===== src/rtl/core/ipfd_pkg.sv =====
// Package with the shared types, constants and key lookup of the IR pulse frame decoder.
package ipfd_pkg;

    localparam int TIME_W = 16;
    localparam int CODE_W = 16;
    localparam int KEY_W = 4;
    localparam int KEY_COUNT = 10;
    localparam int CFG_ADDR_W = 3;

    localparam logic [CFG_ADDR_W-1:0] REG_GAP_LIMIT = 3'd0;
    localparam logic [CFG_ADDR_W-1:0] REG_ZERO_MIN = 3'd1;
    localparam logic [CFG_ADDR_W-1:0] REG_ZERO_MAX = 3'd2;
    localparam logic [CFG_ADDR_W-1:0] REG_ONE_MIN = 3'd3;
    localparam logic [CFG_ADDR_W-1:0] REG_ONE_MAX = 3'd4;

    localparam logic [TIME_W-1:0] GAP_LIMIT_RST = 16'd20000;
    localparam logic [TIME_W-1:0] ZERO_MIN_RST = 16'd600;
    localparam logic [TIME_W-1:0] ZERO_MAX_RST = 16'd800;
    localparam logic [TIME_W-1:0] ONE_MIN_RST = 16'd1300;
    localparam logic [TIME_W-1:0] ONE_MAX_RST = 16'd1500;

    localparam logic [CODE_W-1:0] KEY_CODES [KEY_COUNT] = '{
        16'd255, 16'd32895, 16'd16575, 16'd49215, 16'd8415,
        16'd41055, 16'd24735, 16'd57375, 16'd4335, 16'd36975
    };

    typedef enum logic [1:0] {
        CLS_ZERO    = 2'd0,
        CLS_ONE     = 2'd1,
        CLS_NEITHER = 2'd2
    } bit_class_t;

    typedef struct packed {
        logic [TIME_W-1:0] gap_limit;
        logic [TIME_W-1:0] zero_min;
        logic [TIME_W-1:0] zero_max;
        logic [TIME_W-1:0] one_min;
        logic [TIME_W-1:0] one_max;
    } ipfd_cfg_t;

    typedef struct packed {
        logic [CODE_W-1:0] frame_code;
        logic              key_found;
        logic [KEY_W-1:0]  key_number;
        logic              bad_bit;
    } ipfd_result_t;

    typedef struct packed {
        logic fire;
        logic frame_end;
    } ipfd_status_t;

    typedef struct packed {
        logic             found;
        logic [KEY_W-1:0] number;
    } ipfd_key_t;

    function automatic ipfd_key_t key_lookup(input logic [CODE_W-1:0] code);
        ipfd_key_t res;
        res.found = 1'b0;
        res.number = '0;
        for (int k = KEY_COUNT - 1; k >= 0; k--) begin
            if (code == KEY_CODES[k]) begin
                res.found = 1'b1;
                res.number = KEY_W'(k);
            end
        end
        return res;
    endfunction

endpackage


===== src/rtl/core/ir_pulse_frame_decoder.sv =====
// Top level of the IR pulse frame decoder: stream ports, configuration and output register.
// A frame result passes from the input register through the output register to m_tvalid
// once the output register is free.
// Throughput: one input transaction per cycle; a timestamp that ends a frame waits in the
// input register while the output register still holds a result that was not taken.
// Reset (aresetn low, synchronous) clears both valid flags, the frame state, marks every
// bit position as neither and loads the window registers with their default values.
module ir_pulse_frame_decoder
    import ipfd_pkg::*;
#(
    parameter int CODE_BITS = 16,
    parameter int FIRST_BIT_INTERVAL = 18,
    parameter int LAST_INTERVAL = 33
) (
    input  logic                  aclk,
    input  logic                  aresetn,
    input  logic                  s_tvalid,
    output logic                  s_tready,
    input  logic [15:0]           s_tdata,   // capture_time[15:0]
    output logic                  m_tvalid,
    input  logic                  m_tready,
    output logic [23:0]           m_tdata,   // frame_code[15:0], key_found[16],
                                             // key_number[20:17], bad_bit[21], zero[23:22]
    input  logic                  cfg_wr_en,
    input  logic [CFG_ADDR_W-1:0] cfg_addr,
    input  logic [TIME_W-1:0]     cfg_wr_data
);

    ipfd_cfg_t         cfg_reg;
    ipfd_cfg_t         cfg_next;
    logic              in_vld_reg;
    logic              in_vld_next;
    logic [TIME_W-1:0] in_data_reg;
    logic [TIME_W-1:0] in_data_next;
    logic              out_vld_reg;
    logic              out_vld_next;
    ipfd_result_t      out_data_reg;
    ipfd_result_t      out_data_next;

    logic         out_free;
    ipfd_status_t status;
    ipfd_result_t result;

    always_comb begin
        cfg_next = cfg_reg;
        if (cfg_wr_en) begin
            case (cfg_addr)
                REG_GAP_LIMIT: cfg_next.gap_limit = cfg_wr_data;
                REG_ZERO_MIN:  cfg_next.zero_min = cfg_wr_data;
                REG_ZERO_MAX:  cfg_next.zero_max = cfg_wr_data;
                REG_ONE_MIN:   cfg_next.one_min = cfg_wr_data;
                REG_ONE_MAX:   cfg_next.one_max = cfg_wr_data;
                default: ;
            endcase
        end
    end

    assign out_free = !out_vld_reg || m_tready;
    assign s_tready = !in_vld_reg || status.fire;

    ipfd_core #(
        .CODE_BITS          (CODE_BITS),
        .FIRST_BIT_INTERVAL (FIRST_BIT_INTERVAL),
        .LAST_INTERVAL      (LAST_INTERVAL)
    ) u_core (
        .aclk         (aclk),
        .aresetn      (aresetn),
        .item_vld     (in_vld_reg),
        .capture_time (in_data_reg),
        .out_free     (out_free),
        .cfg          (cfg_reg),
        .status       (status),
        .result       (result)
    );

    always_comb begin
        in_vld_next = in_vld_reg;
        in_data_next = in_data_reg;
        if (s_tvalid && s_tready) begin
            in_vld_next = 1'b1;
            in_data_next = s_tdata;
        end else if (status.fire) begin
            in_vld_next = 1'b0;
        end
    end

    always_comb begin
        out_vld_next = out_vld_reg;
        out_data_next = out_data_reg;
        if (status.fire && status.frame_end) begin
            out_vld_next = 1'b1;
            out_data_next = result;
        end else if (m_tready) begin
            out_vld_next = 1'b0;
        end
    end

    always_ff @(posedge aclk) begin
        if (!aresetn) begin
            cfg_reg.gap_limit <= GAP_LIMIT_RST;
            cfg_reg.zero_min <= ZERO_MIN_RST;
            cfg_reg.zero_max <= ZERO_MAX_RST;
            cfg_reg.one_min <= ONE_MIN_RST;
            cfg_reg.one_max <= ONE_MAX_RST;
            in_vld_reg <= 1'b0;
            out_vld_reg <= 1'b0;
        end else begin
            cfg_reg <= cfg_next;
            in_vld_reg <= in_vld_next;
            out_vld_reg <= out_vld_next;
        end
    end

    always_ff @(posedge aclk) begin
        in_data_reg <= in_data_next;
        out_data_reg <= out_data_next;
    end

    assign m_tvalid = out_vld_reg;
    assign m_tdata = {2'b00, out_data_reg.bad_bit, out_data_reg.key_number,
                      out_data_reg.key_found, out_data_reg.frame_code};

    assert property (@(posedge aclk) disable iff (!aresetn)
        (status.fire && status.frame_end) |=> m_tvalid)
        else $error("Frame end did not load the output register.");

    assert property (@(posedge aclk) disable iff (!aresetn)
        (m_tvalid && !m_tdata[16]) |-> (m_tdata[20:17] == '0))
        else $error("Key number is nonzero without a key match.");

    assert property (@(posedge aclk) disable iff (!aresetn)
        m_tvalid |-> (m_tdata[20:17] < KEY_W'(KEY_COUNT)))
        else $error("Key number is out of range.");

    assert property (@(posedge aclk)
        !aresetn |=> (!m_tvalid && s_tready))
        else $error("Valid flags were not cleared by reset.");

endmodule


===== src/rtl/core/ipfd_classify.sv =====
// Window classifier that sorts one interval into zero, one or neither.
module ipfd_classify
    import ipfd_pkg::*;
(
    input  logic [TIME_W-1:0] delta,
    input  ipfd_cfg_t         cfg,
    output bit_class_t        bit_class
);

    logic in_zero;
    logic in_one;

    assign in_zero = (delta > cfg.zero_min) && (delta < cfg.zero_max);
    assign in_one = (delta > cfg.one_min) && (delta < cfg.one_max);

    always_comb begin
        if (in_zero) begin
            bit_class = CLS_ZERO;
        end else if (in_one) begin
            bit_class = CLS_ONE;
        end else begin
            bit_class = CLS_NEITHER;
        end
    end

endmodule


===== src/rtl/core/ipfd_core.sv =====
// Frame state, interval counting, bit class store and code assembly of the decoder.
module ipfd_core
    import ipfd_pkg::*;
#(
    parameter int CODE_BITS = 16,
    parameter int FIRST_BIT_INTERVAL = 18,
    parameter int LAST_INTERVAL = 33
) (
    input  logic              aclk,
    input  logic              aresetn,
    input  logic              item_vld,
    input  logic [TIME_W-1:0] capture_time,
    input  logic              out_free,
    input  ipfd_cfg_t         cfg,
    output ipfd_status_t      status,
    output ipfd_result_t      result
);

    localparam int CNT_W = $clog2(LAST_INTERVAL + 2);
    localparam int REL_W = $clog2(LAST_INTERVAL + FIRST_BIT_INTERVAL + CODE_BITS + 2) + 1;
    localparam int IDX_W = (CODE_BITS > 1) ? $clog2(CODE_BITS) : 1;

    logic [TIME_W-1:0] last_capture_reg;
    logic [TIME_W-1:0] last_capture_next;
    logic [CNT_W-1:0]  interval_count_reg;
    logic [CNT_W-1:0]  interval_count_next;
    bit_class_t        bit_class_reg [CODE_BITS];
    bit_class_t        bit_class_next [CODE_BITS];

    logic [TIME_W-1:0]    delta;
    bit_class_t           delta_class;
    logic                 frame_end;
    logic                 fire;
    logic [REL_W-1:0]     count_rel;
    logic                 in_window;
    logic [IDX_W-1:0]     wr_idx;
    logic [CODE_BITS-1:0] code_full;
    logic [CODE_W-1:0]    code_out;
    logic                 bad;
    ipfd_key_t            key;

    assign delta = capture_time - last_capture_reg;

    ipfd_classify u_classify (
        .delta     (delta),
        .cfg       (cfg),
        .bit_class (delta_class)
    );

    assign frame_end = (interval_count_reg > CNT_W'(LAST_INTERVAL)) ||
                       ((delta > cfg.gap_limit) && (interval_count_reg > CNT_W'(2)));
    assign fire = item_vld && (!frame_end || out_free);

    assign count_rel = REL_W'(interval_count_reg);
    assign in_window = (count_rel >= REL_W'(FIRST_BIT_INTERVAL)) &&
                       (count_rel < REL_W'(FIRST_BIT_INTERVAL + CODE_BITS));
    assign wr_idx = IDX_W'(count_rel - REL_W'(FIRST_BIT_INTERVAL));

    always_comb begin
        last_capture_next = last_capture_reg;
        interval_count_next = interval_count_reg;
        for (int k = 0; k < CODE_BITS; k++) begin
            bit_class_next[k] = bit_class_reg[k];
        end
        if (fire) begin
            if (frame_end) begin
                interval_count_next = '0;
            end else begin
                if (in_window) begin
                    bit_class_next[wr_idx] = delta_class;
                end
                interval_count_next = interval_count_reg + CNT_W'(1);
                last_capture_next = capture_time;
            end
        end
    end

    always_ff @(posedge aclk) begin
        if (!aresetn) begin
            last_capture_reg <= '0;
            interval_count_reg <= '0;
            for (int k = 0; k < CODE_BITS; k++) begin
                bit_class_reg[k] <= CLS_NEITHER;
            end
        end else begin
            last_capture_reg <= last_capture_next;
            interval_count_reg <= interval_count_next;
            for (int k = 0; k < CODE_BITS; k++) begin
                bit_class_reg[k] <= bit_class_next[k];
            end
        end
    end

    // The first position is the most significant bit of the code.
    always_comb begin
        bad = 1'b0;
        for (int k = 0; k < CODE_BITS; k++) begin
            code_full[CODE_BITS-1-k] = (bit_class_reg[k] == CLS_ONE);
            if ((bit_class_reg[k] != CLS_ONE) && (bit_class_reg[k] != CLS_ZERO)) begin
                bad = 1'b1;
            end
        end
    end

    generate
        if (CODE_BITS >= CODE_W) begin : g_code_trunc
            assign code_out = code_full[CODE_W-1:0];
        end else begin : g_code_ext
            assign code_out = {{(CODE_W - CODE_BITS){1'b0}}, code_full};
        end
    endgenerate

    assign key = key_lookup(code_out);

    assign status.fire = fire;
    assign status.frame_end = frame_end;

    assign result.frame_code = code_out;
    assign result.key_found = key.found;
    assign result.key_number = key.number;
    assign result.bad_bit = bad;

endmodule


===== config.mk =====
export PLATFORM = sky130hd
export DESIGN_NAME = ir_pulse_frame_decoder
export DESIGN_NICKNAME = d
export VERILOG_FILES = /design/src/rtl/core/ipfd_pkg.sv /design/src/rtl/core/ir_pulse_frame_decoder.sv /design/src/rtl/core/ipfd_classify.sv /design/src/rtl/core/ipfd_core.sv
export SDC_FILE = /design/constraint.sdc
export NUM_CORES = 1
export LEC_CHECK = 0
export BUFFER_PORTS_ARGS = -buffer_cell sky130_fd_sc_hd__buf_2
export CAP_MARGIN = 20
export CORE_ASPECT_RATIO = 0.9
export CORE_MARGIN = 1
export CORE_UTILIZATION = 53
export CTS_CLUSTER_DIAMETER = 40
export DETAILED_ROUTE_END_ITERATION = 10
export GPL_TIMING_DRIVEN = 1
export PLACE_DENSITY = 0.82
export SETUP_SLACK_MARGIN = 0.02
export SLEW_MARGIN = 20
export SYNTH_ARGS = -nofsm -noshare
export SYNTH_HDL_FRONTEND = slang
export SYNTH_HIERARCHICAL = 1
export SYNTH_SLANG_ARGS = --single-unit

===== constraint.sdc =====
create_clock -name aclk -period 6.3 [get_ports aclk]
set_input_delay 0.315 -clock aclk [delete_from_list [all_inputs] [get_ports aclk]]
set_output_delay 0.315 -clock aclk [all_outputs]
set_load 0.01 [all_outputs]

* Yosys cells after proc, flatten, opt, wreduce, memory -nomap -nowiden
Memories as Yosys holds them, arrays and structs flattened.
Index checks and enable logic that the tools add are counted.
W data, S select, Z words.
** Word-level totals
- Word-level logic and storage cells :: 198
- Bits in writable memories :: 32
- Register bits :: 142
- Memories kept :: 1
** Memory list
- u_core.bit_class_reg :: depth 16, width 2, rd ports 16, clocked after Yosys merged registers in 0, write ports 16, RTL line ipfd_core.sv:27 : bit_class_t bit_class_reg [CODE_BITS];
** Cells by class
- $add $sub $neg :: 3
- $lt $le $gt $ge :: 11
- Reduce and logical (&&, ||, !) cells :: 61
- Mux-type cells :: 41
- Bitwise logic cells :: 18
- Equality and inequality tests :: 46
** Operators with widths (count)
- $mux W32 :: 3
- $eq A16 B16 Y1 const B :: 5
- $gt A16 B16 Y1 :: 3
- $mux W2 :: 21
- $reduce_bool A2 Y1 :: 18
- $bwmux W32 :: 1
- $eq A16 B15 Y1 const B :: 2
- $eq A2 B1 Y1 const B :: 16
- $lt A16 B16 Y1 :: 2
- $ne A2 B1 Y1 const B :: 16
- $logic_and A1 B1 Y1 :: 24
- $eq A16 B13 Y1 const B :: 1
- $eq A16 B14 Y1 const B :: 1
- $eq A16 B8 Y1 const B :: 1
- $or A1 B1 Y1 :: 16
- $sub A16 B16 Y16 :: 1
- $reduce_or A15 Y1 :: 1
- $mux W3 :: 4
- $reduce_and A2 Y1 :: 6
- $reduce_or A9 Y1 :: 1
- $demux W2 S4 :: 1
- $mux W1 :: 8
- $reduce_or A8 Y1 :: 1
- $add A6 B1 Y6 const B :: 1
- other kinds (20) :: 26

* Longest topological paths before layout
An unclocked memory read counts as a cell.
- Depth after elaboration :: 12
- Mapped depth :: 19

* Hierarchy
Netlist, hierarchy kept.
** Modules (own cells, without submodules)
- ir_pulse_frame_decoder :: area each 4309.1 µm², sequential area each 2782.7 µm², cells an instance 347, instances 1
- ipfd_core :: area each 4135.2 µm², sequential area each 1081.0 µm², cells an instance 498, instances 1
- ipfd_classify :: area each 1574.0 µm², sequential area each 0.0 µm², cells an instance 220, instances 1

* Least setup slack after synthesis
No wires, ideal clock.
- Path kind :: reg-to-reg
- From :: register in_data_reg[2]
- To :: register out_data_reg, in the netlist m_tdata[0] (enable)
- Period minus slack after synthesis :: 4.382 ns
- Setup slack :: 1.918 ns
- Library setup time :: 0.377 ns
- Data arrival time :: 4.005 ns
- Buffers on the path :: 2
- Stages on the path, launching flop included :: 18
- Cells stage by stage :: edfxtp_1 ha_1 nor2b_1 o31a_1 o41ai_1 a21o_1 a211o_1 o211ai_1 ha_1 nand4_2 nor4_4 o21a_2 o31ai_4 clkbuf_1 nand2_1 buf_4 nand2_1 inv_1
** Between the ends
- Longest elaborated chain between the ends :: 8
** RTL lines
- from (decl) :: RTL line ir_pulse_frame_decoder.sv:33 : logic [TIME_W-1:0] in_data_reg;
- from (signal assigned) :: RTL line ir_pulse_frame_decoder.sv:115 : in_data_reg <= in_data_next;
- $sub A16 B16 Y16 (*) :: RTL line ipfd_core.sv:42 : assign delta = capture_time - last_capture_reg;
- named net u_core.delta[14] :: RTL line ipfd_core.sv:30 : logic [TIME_W-1:0] delta;
- $gt A16 B16 Y1 (*) :: RTL line ipfd_core.sv:51 : ((delta > cfg.gap_limit) && (interval_count_reg > CNT_W'(2)));
- $logic_and A1 B1 Y1 (*) :: RTL line ipfd_core.sv:51
- $logic_or A1 B1 Y1 (*) :: RTL line ipfd_core.sv:50 : assign frame_end = (interval_count_reg > CNT_W'(LAST_INTERVAL)) ||
- named net u_core.frame_end :: RTL line ipfd_core.sv:32 : logic frame_end;
- $logic_not A1 Y1 :: RTL line ipfd_core.sv:52 : assign fire = item_vld && (!frame_end || out_free);
- $logic_or A1 B1 Y1 :: RTL line ipfd_core.sv:52
- $logic_and A1 B1 Y1 :: RTL line ipfd_core.sv:52
- $logic_and A1 B1 Y1 (*) :: RTL line ir_pulse_frame_decoder.sv:90 : if (status.fire && status.frame_end) begin
- to (signal assigned) :: RTL line ir_pulse_frame_decoder.sv:116 : out_data_reg <= out_data_next;
- to (decl) :: RTL line ir_pulse_frame_decoder.sv:37 : ipfd_result_t out_data_reg;
Mark *: on every way through the listed nets, which the timed path passes. The rest lies on a longest branch.
A chain may end at the register's enable or synchronous reset.

==> metrics.txt <==
Min-Delay Path Class=input pin to flop; synth warn=6; Layout area overhead=10.85%; CORE AREA=0.01847 mm²; post-synthesis cell count=1065; PostCTS Resize Cnt=0; number of flops mapped to enable cells by yosys=38; Setup violations, final=0; CP Data Arrival Time=4.96 ns; layout cells sized above 1=12.21%; Ports=66; Seq/Total Area, Yosys=38.57%; Post-Route WL=22120 µm; GRT met2 Usage=37.60%; Slew HR=30.29%; Clock transition at path regs=0.08 ns; most common cell after layout, fill and taps aside=dfxtp_1; Clock Skew=0.01459 ns; crit path buf inv count=3; Global Route met3 Usage=4.241%; highest clock rate=204.1 MHz; clock sink total=174; TritonCTS clock tree=yes; post-synthesis register bit count=174; worst skew pair latency=0.44 ns; DR WL/cell=16.18 µm; status=finished clean; Clock Path Buffers=2; Chip Height=132.4 µm; number of global-route vias before repair=7373; number of flip-flops in the largest register=80; CP Class=flop to flop; Slowest-stage cell, CP=inv_1; Worst Setup End Kind=flop; unrepaired setup endpoints after global routing=no; # hold bufs at CTS=0; actual slew at the worst max-slew pin=1.046 ns; Pins Over Slew Limit=0; Max-cap violations=0; CP max stage delay=0.61 ns; pin count of the biggest net entering global routing=81; CP max FO=24; total power=0.002887 W; peak supply drop=0.2393 mV; Final nets=1251; # Post-CTS Setup Buffers=0; drt first pass iters=8; Mapped Area=0.01002 mm²; DRC=0; GRT overflow=0; H-tree levels=4; worst-path cell chain=inv_1, ha_1, fa_1, nor2b_1, o31a_1, o41ai_1, a21o_1, a211o_1, o211ai_1, ha_1, nand4_2, nor4_4, o21a_2, o31ai_4, buf_4, nand2_1, nand2_1, inv_1; DP HPWL=16050 µm; Clk Tree Root Cell=clkbuf_16; gpl congestion=0.9032; GR peak layer=met2; Antenna Cells=0; first-pass GRT wire length=36110 µm; Netlist cell types=72; most frequent cells in the layout=dfxtp_1 (136), nand2_1 (121), mux2i_1 (112); die area=0.01946 mm²; Setup Total Neg Slack=0 ns; Core Rows=47; commonest register cell after synthesis=dfxtp_1; Leakage Power=4.649 nW; Fin. Hold Viols=0; initial antenna violation count=0; Crit path max-delay family=compound AO/OA/AOI/OAI gates; CTS buffer count=17; Initial Util=54.26%; crit start category=flop; ys async rst share=0%; met1 Track Usage GR=31.10%; DR vias/cell=5.571; PortBufs=63; die width=146.9 µm; DR iter-0 viols=452; Min Clock Period, post-route=4.900 ns; total track usage=23.30%; PwrDens=259.9 mW/mm²; WP data required=6.36 ns; overall via count from detail_route=7615; period utilisation layout=77.77%; syn avg cell area=9.407 µm²; Routed Antenna Nets=0
cell usage after synthesis, types with 4 or more instances:
library cell / instances / share of area (%)
xor2_1: 6 / 0.52
o21ai_0: 37 / 1.8
edfxtp_1: 38 / 11
nor2_1: 36 / 1.3
ha_1: 101 / 13
and2_1: 6 / 0.37
o21a_1: 5 / 0.37
buf_2: 11 / 0.55
a21o_1: 12 / 0.90
a21boi_0: 4 / 0.30
buf_4: 8 / 0.60
mux2i_1: 112 / 11
a21oi_1: 55 / 2.7
buf_6: 5 / 0.56
nor3_1: 9 / 0.45
nor3_4: 11 / 1.8
nor4_1: 8 / 0.50
inv_1: 110 / 4.1
xnor2_1: 10 / 0.87
nor2b_1: 55 / 3.4
dfxtp_1: 136 / 27
nand3_1: 50 / 2.5
clkbuf_1: 22 / 0.82
and3_1: 5 / 0.31
a211o_1: 5 / 0.44
nand2b_1: 9 / 0.56
nand2_1: 121 / 4.5
a211oi_1: 5 / 0.37
nand4_1: 11 / 0.69
path summary, 6_finish.rpt:
kind | cells after the start | endpoint | slack [ns] | startpoint
hold / removal | 1 | in_data_reg[14]$_DFFE_PP_ | 0.05 | s_tdata[14]
hold reg to reg | 2 | u_core/bit_class_reg[0][8]$_SDFFE_PN0P_ | 0.46 | u_core/bit_class_reg[0][8]$_SDFFE_PN0P_
setup / recovery | 18 | m_tdata[5]$_DFFE_PP_ | 1.40 | in_data_reg[0]$_DFFE_PP_
setup reg to reg | 18 | m_tdata[5]$_DFFE_PP_ | 1.40 | in_data_reg[0]$_DFFE_PP_
logic make-up after synthesis:
group | after synthesis | share of synthesized area (%)
and+or+nand+nor | 347 | 18.98
DFF | 174 | 38.57
buffers and inverters | 158 | 6.906
AOI/OAI and AO/OA | 155 | 10.10
muxes | 112 | 11.19
adders and majority gates | 102 | 12.81
xor gates and xnor gates | 16 | 1.399
other | 1 | 0.03743
per-layer routing:
metal  share of wire (%)  wire, µm  vias up
met1                  47     10410     3570
li1                    -         -     3772
met5                   0         0        -
met4                 2.0       447        0
met2                  46     10210      240
met3                 4.8      1052       33
final cells by class:
type	instances	area [µm²]
clock inverter	15	209.0
sequential	174	3864
clock buffer	17	425.4
inverter	110	412.9
timing repair buffer	72	385.4
multi-input combinational	734	5503
fill	1545	7360
tap	245	306.5
where the power goes:
part	internal [W]	total, W	leakage (nW)	switching (W)
combinational	0.000231	0.000609	2.87	0.000378
sequential	0.00116	0.00118	1.47	0.0000153
clock	0.000557	0.00110	0.307	0.000542
total	0.00195	0.00289	4.65	0.000935
through the flow:
step | cells | hold slack [ns] | setup WS, ns | util (%) | area (µm²)
after CTS | 1367 | 0.03283 | 1.406 | 60.14 | 11110
after global placement | 1335 | 0.4386 | 1.566 | 56.71 | 10470
after floorplan | 1066 | 0.4139 | 1.918 | - | 10020
after global routing | 1367 | 0.03185 | 0.8802 | 60.14 | 11110
final | 1367 | 0.04961 | 1.400 | 60.14 | 11110
after detailed placement | 1335 | 0.4450 | 1.420 | 56.71 | 10470
No activity file was read; power rests on OpenSTA's default activity.
